## config.mk

```make
export PLATFORM = sky130hd
export DESIGN_NAME = round_robin_task_table
export DESIGN_NICKNAME = d
export VERILOG_FILES = /design/src/sv/rrtt_pkg.sv /design/src/sv/round_robin_task_table.sv /design/src/sv/rrtt_ram.sv
export SDC_FILE = /design/constraint.sdc
export NUM_CORES = 2
export LEC_CHECK = 0
export ABC_AREA = 0
export ABC_CLOCK_PERIOD_IN_PS = 5400
export BUFFER_PORTS_ARGS = -buffer_cell sky130_fd_sc_hd__buf_2
export CAP_MARGIN = 20
export CELL_PAD_IN_SITES_DETAIL_PLACEMENT = 0
export CELL_PAD_IN_SITES_GLOBAL_PLACEMENT = 1
export CORE_MARGIN = 4
export CORE_UTILIZATION = 35
export CTS_BUF_LIST = sky130_fd_sc_hd__clkbuf_2
export DETAILED_ROUTE_END_ITERATION = 10
export PLACE_DENSITY = 0.59
export SYNTH_ARGS = -nofsm -noshare
export SYNTH_HDL_FRONTEND = slang
export SYNTH_SLANG_ARGS = --single-unit
export TNS_END_PERCENT = 20
```

## constraint.sdc

```tcl
create_clock -name clk -period 5.4 [get_ports clk]
set_input_delay 0.27 -clock clk [delete_from_list [all_inputs] [get_ports clk]]
set_output_delay 0.27 -clock clk [all_outputs]
set_load 0.01 [all_outputs]
```

## src/sv/rrtt_pkg.sv

```systemverilog
// ----------------------------------------------------------------------------
// rrtt_pkg
// Shared constants for the round-robin task table: sizes, operation codes
// and status codes.
// ----------------------------------------------------------------------------
package rrtt_pkg;

  // Table size and derived widths
  localparam int MAX_TASKS = 64;
  localparam int IDX_W     = $clog2(MAX_TASKS);
  localparam int CNT_W     = $clog2(MAX_TASKS + 1);

  // Field widths
  localparam int MODE_W   = 3;
  localparam int ID_W     = 16;
  localparam int NEXT_W   = ID_W + 1;
  localparam int STATUS_W = 2;
  localparam int COUNT_W  = 7;

  // Slot entry in memory: {zombie, id}
  localparam int ENTRY_W = ID_W + 1;

  // Operation codes
  localparam logic [MODE_W-1:0] MODE_CREATE = 3'd0;
  localparam logic [MODE_W-1:0] MODE_STOP   = 3'd1;
  localparam logic [MODE_W-1:0] MODE_EXIT   = 3'd2;
  localparam logic [MODE_W-1:0] MODE_SCHED  = 3'd3;
  localparam logic [MODE_W-1:0] MODE_REAP   = 3'd4;
  localparam logic [MODE_W-1:0] MODE_LOOKUP = 3'd5;

  // Status codes
  localparam logic [STATUS_W-1:0] ST_OK       = 2'd0;
  localparam logic [STATUS_W-1:0] ST_FULL     = 2'd1;
  localparam logic [STATUS_W-1:0] ST_NOTFOUND = 2'd2;
  localparam logic [STATUS_W-1:0] ST_NORUN    = 2'd3;

endpackage

```

## src/sv/round_robin_task_table.sv

```systemverilog
// ----------------------------------------------------------------------------
// round_robin_task_table
// Task slot table with round-robin scheduling over running tasks.
//
// Usage: raise start with in_mode / in_task_id while busy is low; the item is
// taken at that edge and busy rises. Each operation sweeps every slot of the
// id/zombie memory once (one read a cycle, registered read data), folding
// the lookup, free-slot and next-runnable searches into that single pass; a
// final step writes the modified entry back and updates the scheduler state.
// The result is registered into the out_ ports by that final step and is
// marked by out_valid for exactly one cycle.
// No new item is taken while busy is high: the slot sweep through the single
// memory read port and the final step must finish first. A new item may be
// started in the cycle its predecessor's result is shown.
// The receiver cannot stall: a result must be taken in its strobe cycle.
// Reset (rst_n low, synchronous) empties the table at once through the
// per-slot valid flops, clears current task and id counter; no clearing
// pass is needed, so start is honoured in the first cycle after reset.
// ----------------------------------------------------------------------------
module round_robin_task_table (
  input  logic                          clk,
  input  logic                          rst_n,
  input  logic                          start,
  output logic                          busy,
  input  logic [rrtt_pkg::MODE_W-1:0]   in_mode,
  input  logic [rrtt_pkg::ID_W-1:0]     in_task_id,
  output logic                          out_valid,
  output logic [rrtt_pkg::STATUS_W-1:0] out_status,
  output logic [rrtt_pkg::ID_W-1:0]     out_result_id,
  output logic [rrtt_pkg::COUNT_W-1:0]  out_reaped_count,
  output logic [rrtt_pkg::COUNT_W-1:0]  out_live_count
);

  import rrtt_pkg::*;

  typedef enum logic [2:0] {
    S_IDLE = 3'b001,
    S_SCAN = 3'b010,
    S_FIN  = 3'b100
  } state_t;

  state_t state_r;

  // Operation held for the sweep
  logic [MODE_W-1:0] mode_r;
  logic [ID_W-1:0]   tid_r;

  // Scheduler state
  logic [MAX_TASKS-1:0] valid_r;
  logic [ID_W-1:0]      cur_id_r;
  logic                 has_cur_r;
  logic [NEXT_W-1:0]    next_id_r;
  logic [CNT_W-1:0]     live_r;

  // Sweep control
  logic [CNT_W-1:0] cnt_r;
  logic             proc_vld_r;
  logic [IDX_W-1:0] proc_idx_r;

  // Sweep accumulators
  logic             found_r;
  logic [IDX_W-1:0] found_idx_r;
  logic             free_found_r;
  logic [IDX_W-1:0] free_idx_r;
  logic             have_any_r;
  logic [ID_W-1:0]  best_any_r;
  logic             have_after_r;
  logic [ID_W-1:0]  best_after_r;
  logic [CNT_W-1:0] reaped_r;

  // Output registers
  logic                out_valid_r;
  logic [STATUS_W-1:0] out_status_r;
  logic [ID_W-1:0]     out_rid_r;
  logic [CNT_W-1:0]    out_reaped_r;

  // Memory ports
  logic               issue;
  logic               ram_we;
  logic [IDX_W-1:0]   ram_waddr;
  logic [ENTRY_W-1:0] ram_wdata;
  logic [ENTRY_W-1:0] ram_rdata;

  assign issue = (state_r == S_SCAN) && (cnt_r != CNT_W'(MAX_TASKS));

  rrtt_ram #(
    .WIDTH (ENTRY_W),
    .DEPTH (MAX_TASKS)
  ) u_slot_ram (
    .clk   (clk),
    .we    (ram_we),
    .waddr (ram_waddr),
    .wdata (ram_wdata),
    .re    (issue),
    .raddr (cnt_r[IDX_W-1:0]),
    .rdata (ram_rdata)
  );

  // Per-entry evaluation of the slot returning from memory
  logic            pv;
  logic            pz;
  logic [ID_W-1:0] pid;
  logic [ID_W-1:0] match_id;
  logic            match_mode;
  logic            kill_mode;
  logic            match;
  logic            runnable;

  always_comb begin
    pv         = proc_vld_r && valid_r[proc_idx_r];
    pz         = ram_rdata[ENTRY_W-1];
    pid        = ram_rdata[ID_W-1:0];
    match_id   = (mode_r == MODE_EXIT) ? cur_id_r : tid_r;
    kill_mode  = (mode_r == MODE_STOP) || ((mode_r == MODE_EXIT) && has_cur_r);
    match_mode = kill_mode || (mode_r == MODE_LOOKUP);
    match      = pv && match_mode && (pid == match_id);
    runnable   = pv && !(pz || (match && kill_mode));
  end

  // Result of the operation, formed in the final cycle
  logic                fin_sched;
  logic [ID_W-1:0]     chosen;
  logic [STATUS_W-1:0] fin_status;
  logic [ID_W-1:0]     fin_rid;

  always_comb begin
    chosen     = have_after_r ? best_after_r : best_any_r;
    fin_sched  = 1'b0;
    fin_status = ST_OK;
    fin_rid    = '0;
    ram_we     = 1'b0;
    ram_waddr  = found_idx_r;
    ram_wdata  = {1'b1, match_id};
    unique case (mode_r)
      MODE_CREATE: begin
        if (!free_found_r || next_id_r[NEXT_W-1]) begin
          fin_status = ST_FULL;
        end else begin
          fin_rid   = next_id_r[ID_W-1:0];
          ram_we    = 1'b1;
          ram_waddr = free_idx_r;
          ram_wdata = {1'b0, next_id_r[ID_W-1:0]};
        end
      end
      MODE_STOP: begin
        if (!found_r) begin
          fin_status = ST_NOTFOUND;
        end else begin
          ram_we    = 1'b1;
          fin_sched = 1'b1;
        end
      end
      MODE_EXIT: begin
        if (!has_cur_r) begin
          fin_status = ST_NORUN;
        end else begin
          ram_we    = found_r;
          fin_sched = 1'b1;
        end
      end
      MODE_SCHED: begin
        fin_sched = 1'b1;
      end
      MODE_LOOKUP: begin
        if (found_r) begin
          fin_rid = tid_r;
        end else begin
          fin_status = ST_NOTFOUND;
        end
      end
      default: begin
      end
    endcase
    // Common scheduling step
    if (fin_sched) begin
      if (have_any_r) begin
        fin_rid = chosen;
      end else begin
        fin_status = ST_NORUN;
      end
    end
    ram_we = ram_we && (state_r == S_FIN);
  end

  // Sequencer and state
  always_ff @(posedge clk) begin
    if (!rst_n) begin
      state_r     <= S_IDLE;
      valid_r     <= '0;
      cur_id_r    <= '0;
      has_cur_r   <= 1'b0;
      next_id_r   <= '0;
      live_r      <= '0;
      proc_vld_r  <= 1'b0;
      out_valid_r <= 1'b0;
    end else begin
      out_valid_r <= 1'b0;
      proc_vld_r  <= issue;
      unique case (state_r)
        S_IDLE: begin
          if (start) begin
            state_r <= S_SCAN;
          end
        end
        S_SCAN: begin
          if (cnt_r == CNT_W'(MAX_TASKS)) begin
            state_r <= S_FIN;
          end
          // Reap clears valid flops as the sweep passes each zombie
          if ((mode_r == MODE_REAP) && pv && pz) begin
            valid_r[proc_idx_r] <= 1'b0;
          end
        end
        S_FIN: begin
          state_r     <= S_IDLE;
          out_valid_r <= 1'b1;
          if ((mode_r == MODE_CREATE) && (fin_status == ST_OK)) begin
            valid_r[free_idx_r] <= 1'b1;
            live_r              <= live_r + CNT_W'(1);
            next_id_r           <= next_id_r + NEXT_W'(1);
            if (!has_cur_r) begin
              cur_id_r  <= next_id_r[ID_W-1:0];
              has_cur_r <= 1'b1;
            end
          end
          if (mode_r == MODE_REAP) begin
            live_r <= live_r - reaped_r;
          end
          if (fin_sched && have_any_r) begin
            cur_id_r  <= chosen;
            has_cur_r <= 1'b1;
          end
        end
        default: begin
          state_r <= S_IDLE;
        end
      endcase
    end
  end

  // Sweep counters, accumulators and operation capture
  always_ff @(posedge clk) begin
    proc_idx_r <= cnt_r[IDX_W-1:0];
    if ((state_r == S_IDLE) && start) begin
      mode_r       <= in_mode;
      tid_r        <= in_task_id;
      cnt_r        <= '0;
      found_r      <= 1'b0;
      free_found_r <= 1'b0;
      have_any_r   <= 1'b0;
      have_after_r <= 1'b0;
      reaped_r     <= '0;
    end else if (state_r == S_SCAN) begin
      if (issue) begin
        cnt_r <= cnt_r + CNT_W'(1);
      end
      if (match && !found_r) begin
        found_r     <= 1'b1;
        found_idx_r <= proc_idx_r;
      end
      if (proc_vld_r && !valid_r[proc_idx_r] && !free_found_r) begin
        free_found_r <= 1'b1;
        free_idx_r   <= proc_idx_r;
      end
      if (runnable && (!have_any_r || (pid < best_any_r))) begin
        have_any_r <= 1'b1;
        best_any_r <= pid;
      end
      if (runnable && has_cur_r && (pid > cur_id_r) &&
          (!have_after_r || (pid < best_after_r))) begin
        have_after_r <= 1'b1;
        best_after_r <= pid;
      end
      if ((mode_r == MODE_REAP) && pv && pz) begin
        reaped_r <= reaped_r + CNT_W'(1);
      end
    end
  end

  // Output payload
  always_ff @(posedge clk) begin
    if (state_r == S_FIN) begin
      out_status_r <= fin_status;
      out_rid_r    <= fin_rid;
      out_reaped_r <= (mode_r == MODE_REAP) ? reaped_r : '0;
    end
  end

  assign busy             = (state_r != S_IDLE);
  assign out_valid        = out_valid_r;
  assign out_status       = out_status_r;
  assign out_result_id    = out_rid_r;
  assign out_reaped_count = COUNT_W'(out_reaped_r);
  assign out_live_count   = COUNT_W'(live_r);

endmodule

```

## src/sv/rrtt_ram.sv

```systemverilog
// ----------------------------------------------------------------------------
// rrtt_ram
// Generic single-port-write, single-port-read RAM with registered read data.
// ----------------------------------------------------------------------------
module rrtt_ram #(
  parameter int WIDTH = 8,
  parameter int DEPTH = 16
) (
  input  logic                     clk,
  input  logic                     we,
  input  logic [$clog2(DEPTH)-1:0] waddr,
  input  logic [WIDTH-1:0]         wdata,
  input  logic                     re,
  input  logic [$clog2(DEPTH)-1:0] raddr,
  output logic [WIDTH-1:0]         rdata
);

  logic [WIDTH-1:0] mem [DEPTH];

  // Write port
  always_ff @(posedge clk) begin
    if (we) begin
      mem[waddr] <= wdata;
    end
  end

  // Registered read port
  always_ff @(posedge clk) begin
    if (re) begin
      rdata <= mem[raddr];
    end
  end

endmodule
```

Word level (Yosys, flattened, before mapping)
Memory sizes are Yosys's and may differ from the RTL's. A register that Yosys moved wholly into a read port is not among the register bits.
Index checks and enable logic that the tools add are counted.
{"block": "classes", "n_bitwise": 4, "n_reduce_logical": 56, "n_eq_ne": 17, "order_cmp": 7, "n_addsub": 5, "muxes": 45, "n_shift": 0, "div_mod_pow": 0, "mul": 0}
{"cell": "2-to-1 mux 16 bit", "count": 9}
{"cell": "2-to-1 mux 64 bit", "count": 2}
{"cell": "case mux 64 bit (2 select lines)", "count": 1}
{"cell": "AND 64 bit", "count": 1}
{"cell": "NOT 64 bit", "count": 1}
{"cell": "bitwise OR 64 bit", "count": 1}
{"cell": "2-to-1 mux 17 bit", "count": 2}
{"cell": "less-than comparator 16 bit", "count": 2}
{"cell": "case mux 16 bit (2 select lines)", "count": 1}
{"cell": "logical AND 1 bit", "count": 22}
{"cell": "adder 7 x 1 -> 7 bit (second input constant)", "count": 3}
{"cell": "AND reduction 2 bit", "count": 10}
{"cell": "AND reduction 3 bit", "count": 6}
{"cell": "adder 17 x 1 -> 17 bit (second input constant)", "count": 1}
{"cell": "== test 16 bit", "count": 1}
{"cell": "greater-than comparator 16 bit", "count": 1}
{"cell": "less-than comparator 6 x 7 -> 1 bit (second input constant)", "count": 2}
{"cell": "2-to-1 mux 7 bit", "count": 2}
{"cell": "2-to-1 mux 1 bit", "count": 13}
{"cell": "demux 1 bit (select 6 bit)", "count": 2}
{"cell": "greater-or-equal comparator 6 x 1 -> 1 bit (second input constant)", "count": 2}
{"cell": "2-to-1 mux 6 bit", "count": 2}
{"cell": "== test 3 x 2 -> 1 bit (second input constant)", "count": 3}
{"cell": "== test 3 bit (second input constant)", "count": 3}
{"cell": "20 further kinds", "count": 41}
{"block": "totals", "in_bits": 22, "memories": 1, "latchBits": 0, "reg_bits": 222, "rom_bits": 0, "wordCells": 159, "ram_bits": 1088}
{"name": "u_slot_ram.mem", "depth": 64, "word_bits": 17, "read_ports": 1, "rd_ports_with_merged_regs": 1, "write_ports": 1, "line": "rrtt_ram.sv:18", "rtl": "logic [WIDTH-1:0] mem [DEPTH];"}

Longest topological paths before layout
{"block": "logic_depth", "word_depth": 14, "ltp_mapped": 14, "depth_no_buf": 13}

Modules after synthesis
From an unflattened synthesis, not the netlist that was laid out.
{"block": "hier_totals", "cells_unflattened": 3258, "area_unflattened_um2": 54224.5}
{"mod": "rrtt_ram", "area_each_um2": 42517.0, "cells_per_inst": 1953, "n_inst": 1}
{"mod": "round_robin_task_table", "area_each_um2": 11707.5, "cells_per_inst": 1305, "n_inst": 1}

Least setup slack after synthesis
Ideal clock, no wire load.
{"block": "synth_path", "path_kind": "reg-to-reg", "from": "register mode_r[1]", "to": "memory u_slot_ram.mem[0][10] in the netlist's numbering, data pin", "setup_time_ns": 0.588, "synth_period_minus_slack_ns": 4.978, "t_required_ns": 4.812, "stages_incl_launch_ff": 8, "slack_ns": 0.422, "arrival_ns": 4.390, "path_cell_list": "edfxtp_1 -> or4b_1 -> nor2_2 -> inv_1 -> clkbuf_1 -> clkbuf_1 -> buf_1 -> a31oi_1"}
{"block": "synth_via", "elab_chain_len": 4, "word_cells_on_any_way": 5, "cone_classes": "eq/ne: 1; mux: 3; reduce/logical: 1"}
{"element": "start: declaration", "line": "round_robin_task_table.sv:45", "rtl": "logic [MODE_W-1:0] mode_r;"}
{"element": "start signal: assignment", "line": "round_robin_task_table.sv:245", "rtl": "mode_r <= in_mode;"}
{"element": "== test 3 x 2 -> 1 bit", "line": "round_robin_task_table.sv:113", "rtl": "match_id = (mode_r == MODE_EXIT) ? cur_id_r : tid_r;"}
{"element": "2-to-1 mux 16 bit", "line": "round_robin_task_table.sv:113"}
{"element": "2-to-1 mux 17 bit", "line": "round_robin_task_table.sv:136", "rtl": "if (!free_found_r || next_id_r[NEXT_W-1]) begin"}
{"element": "2-to-1 mux 17 bit *", "line": "round_robin_task_table.sv:134", "rtl": "unique case (mode_r)"}
{"element": "net ram_wdata[10]", "line": "round_robin_task_table.sv:81", "rtl": "logic [ENTRY_W-1:0] ram_wdata;"}
{"element": "end: declaration", "line": "rrtt_ram.sv:18"}
Mark *: on every way through the listed nets, which the timed path passes. The rest lies on a longest branch.

Worst setup path after layout
{"block": "layout_path", "from": "register mode_r[2]", "to": "register best_after_r[1], enable pin"}
{"block": "layout_via", "elab_chain_len": 14, "word_cells_on_any_way": 18, "cone_classes": "eq/ne: 4; mux: 1; reduce/logical: 13"}
{"element": "parallel branches: the longest is 6 deep, another holds 2-to-1 mux 16 bit"}
{"element": "logical AND 1 bit *", "line": "round_robin_task_table.sv:117", "rtl": "runnable = pv && !(pz || (match && kill_mode));"}
{"element": "logical OR 1 bit *", "line": "round_robin_task_table.sv:117"}
{"element": "zero test 1 bit *", "line": "round_robin_task_table.sv:117"}
{"element": "logical AND 1 bit *", "line": "round_robin_task_table.sv:117"}
{"element": "logical AND 1 bit * (3 in series)", "line": "round_robin_task_table.sv:269", "rtl": "if (runnable && has_cur_r && (pid > cur_id_r) &&"}
{"element": "AND reduction 3 bit (no source line) *"}
{"element": "end signal: assignment", "line": "round_robin_task_table.sv:272", "rtl": "best_after_r <= pid;"}
{"element": "end: declaration", "line": "round_robin_task_table.sv:68", "rtl": "logic [ID_W-1:0] best_after_r;"}
Mark *: on every way between the ends.
A chain may end at the register's enable or synchronous reset.

==> results.sh <==
export IMPL_outcome="finished clean"
export IMPL_cpMostUsedCell="nor4_1"
export IMPL_pwr_density_cell_mw_per_mm2=307
export IMPL_synth_largest_area_cell="edfxtp_1"
export IMPL_tns_ps=0
export IMPL_start_util_pct=35.4
export IMPL_syn_to_final_growth_pct=13.8
export IMPL_postRouteWirelength_um=149000
export IMPL_vias=30436
export IMPL_clock_sinks=1327
export IMPL_coreArea_mm2=0.153
export IMPL_synth_cells=2981
export IMPL_crit_chain="or3b_2 > mux2i_1 > xor2_1 > nand4_1 > nor4_1 > nor4_1 > o2111a_1"
export IMPL_rsz0062_at_grt="false"
export IMPL_cp_required_ps=6550
export IMPL_cts_max_level=5
export IMPL_finalClockSkew_ps=229
export IMPL_cts_tree="yes"
export IMPL_drt_first_pass_iters=5
export IMPL_worstMarginPinSlew_ps=1210
export IMPL_die_h_um=401
export IMPL_critPathTopFamily="simple AND/OR/NAND/NOR gates"
export IMPL_p_int_w=0.0142
export IMPL_synthArstFlopShare_pct=0
export IMPL_switchingPower_w=0.00463
export IMPL_drv_cap=0
export IMPL_finalCritPeriodShare_pct=76.0
export IMPL_seq_power_share_pct=59.8
export IMPL_grt_pass1_vias=31633
export IMPL_grt_pass1_wl_um=218000
export IMPL_syn_area_mm2=0.0540
export IMPL_min_path_type="in2reg"
export IMPL_drtIter0Drc=2572
export IMPL_finalMaxSlewViolations=0
export IMPL_p_clk_share_pct=35.6
export IMPL_wl_per_cell_um=26.1
export IMPL_critPathLaunchType="flip-flop"
export IMPL_fin_nets=3519
export IMPL_hold_path_depth=4
export IMPL_cts_path_max_buffers=4
export IMPL_port_buffers=55
export IMPL_hold_violations=0
export IMPL_die_area_mm2=0.161
export IMPL_grt_max_degree=111
export IMPL_place_detailed_hpwl_um=92500
export IMPL_path_max_fanout=20
export IMPL_cp_arrival_ps=5250
export IMPL_crit_slowest_cell="o2111a_1"
export IMPL_synth_top_area_share_pct=66.4
export IMPL_setup_viol=0
export IMPL_synth_seq_cells=1327
export IMPL_r2r_cells=7
export IMPL_synth_ff_type="edfxtp_1"
export IMPL_max_vdd_ir_drop_uv=196
export IMPL_yosysSeqAreaShare_pct=71.3
export IMPL_crit_cells=7
export IMPL_postCtsSetupBuffers=0
export IMPL_ant_nets=0
export IMPL_synth_top_cells_by_count="1,193 x edfxtp_1, 363 x mux4_2, 192 x nor2_1"
export IMPL_min_period_ps=4100
export IMPL_clock_latency_ps=1710
export IMPL_avgSynthCellArea_um2=18.1
export IMPL_synth_most_common_cell="edfxtp_1"
export IMPL_cp_buffers_inverters=0
export IMPL_drc=0
export IMPL_ioPinCount=56
export IMPL_synth_edf_count=1193
export IMPL_root_buffer="clkbuf_2"
export IMPL_ctsResizeCount=0
export IMPL_max_stage_delay_ps=810
export IMPL_yosys_cell_types_count=72
export IMPL_hold_ws_ps=425
export IMPL_rows=143
export IMPL_critical_path_class="reg2reg"
export IMPL_antenna_found_initial=6
export IMPL_gp_congestion=0.866
export IMPL_switching_share_pct=24.6
export IMPL_drive_gt1_share_pct=32.3
export IMPL_syn_nets=3060
export IMPL_die_w_um=401
export IMPL_grt_ovfl_total=0
export IMPL_cts_made_buffers=356
export IMPL_slew_headroom_pct=18.9
export IMPL_grt_usage_pct=18.4
export IMPL_endpoint_kind="flip-flop"
export IMPL_via_per_inst=5.33
export IMPL_yosys_top_cells_area="edfxtp_1 66%, mux4_2 15%, dfxtp_1 5.0%"
export IMPL_yosys_warnings=0
export IMPL_fmax_mhz=244
export IMPL_clk_pin_slew_ps=90
export IMPL_power_leakage_nw=19.9
export IMPL_p_comb_share_pct=4.6
## worst register-to-register path, stage by stage, from the launching register on
cell and delay [ps]:
edfxtp_1 690, or3b_2 800, mux2i_1 400, xor2_1 120, nand4_1 130, nor4_1 80, nor4_1 590, o2111a_1 810
## routing by layer
metal | track usage (%) | vias to the layer above | wire length [um]
li1 | - | 13109 | -
met1 | 24.8 | 15864 | 63800
met2 | 29.7 | 1166 | 72000
met3 | 3.81 | 297 | 9040
met4 | 6.39 | 0 | 4080
met5 | 0 | - | 0
## state kept, by name, indices dropped and copies added (netlist names), 2 cells and up
name	flops
cnt_r	7
u_slot_ram.rdata	17
u_slot_ram.mem	1088
mode_r	3
state_r	3
valid_r	64
free_idx_r	6
next_id_r	17
proc_idx_r	6
best_any_r	16
out_live_count	7
best_after_r	16
out_status	2
out_result_id	16
out_reaped_count	7
tid_r	16
cur_id_r	16
reaped_r	7
found_idx_r	6
## timing repair
action,CTS,global route
hold buffers,62,0
setup endpoints to repair,0,0
hold endpoints to repair,182,0
## layout make-up
type | count | area [um2]
Sequential cell | 1327 | 38500
Fill cell | 13819 | 91200
Inverter | 76 | 288
Tap cell | 2030 | 2540
Clock buffer | 513 | 2570
Antenna cell | 6 | 15.0
Clock inverter | 77 | 392
Multi-Input combinational cell | 1409 | 14800
Timing Repair Buffer | 270 | 2260
## cell families (layout without fill, tap and decap cells)
logic type                 count (synthesis)  after routing  synth area share, %
AOI/OAI and AO/OA                        329            329                 3.77
xor gates and xnor gates                  36             36                0.584
adders and majority gates                 57             57                 1.34
buffers and inverters                    245            936                 1.77
DFF                                     1327           1327                 71.3
muxes                                    401            401                 15.9
other                                      0              6                    0
and+or+nand+nor                          586            586                 5.33
## power groups by stage
stage / logic (W) / clock network [W] / registers (W)
finish: 0.000860 / 0.00673 / 0.0113
global route: 0.000925 / 0.00756 / 0.0113
CTS: 0.000870 / 0.00701 / 0.0113
detailed placement: 0.000835 / 0 / 0.0115
global placement: 0.000799 / 0 / 0.0115
floorplan: 0.000494 / 0 / 0.0115
## path summary, 6_finish.rpt
kind / from / end / slack [ps]
setup / recovery: mode_r[2]$_DFFE_PP_ / best_after_r[1]$_DFFE_PP_ / 1300
hold / removal: in_task_id[1] / tid_r[1]$_DFFE_PP_ / 430
setup reg to reg: mode_r[2]$_DFFE_PP_ / best_after_r[1]$_DFFE_PP_ / 1300
hold reg to reg: proc_idx_r[0]$_DFF_P_ / free_idx_r[0]$_DFFE_PP_ / 430
## cells in the final DEF (no fill, tap or decap), drive strengths merged, types with 24 or more instances in the layout
cell         instances
nand2              156
clkbuf             513
o21ai              108
dlygate4sd3         62
a31oi               56
dfxtp              134
inv                 80
nor3                34
and2                41
buf                208
mux4               363
ha                  56
a21oi               72
mux2i               32
nand3               25
edfxtp            1193
xnor2               24
nor2               193
clkinv              70
## through the flow
step,setup WS [ps],util [%],power (W),cells,cell area [um2]
after floorplan,422,-,0.0120,2981,54000
final,1300,40.2,0.0189,5708,61400
after CTS,1230,40.2,0.0192,5696,61300
after global routing,993,40.2,0.0198,5708,61400
after detailed placement,1330,37.8,0.0124,5044,57700
after global placement,1490,37.7,0.0123,5036,57600
Power figures use the tool's default switching activity.
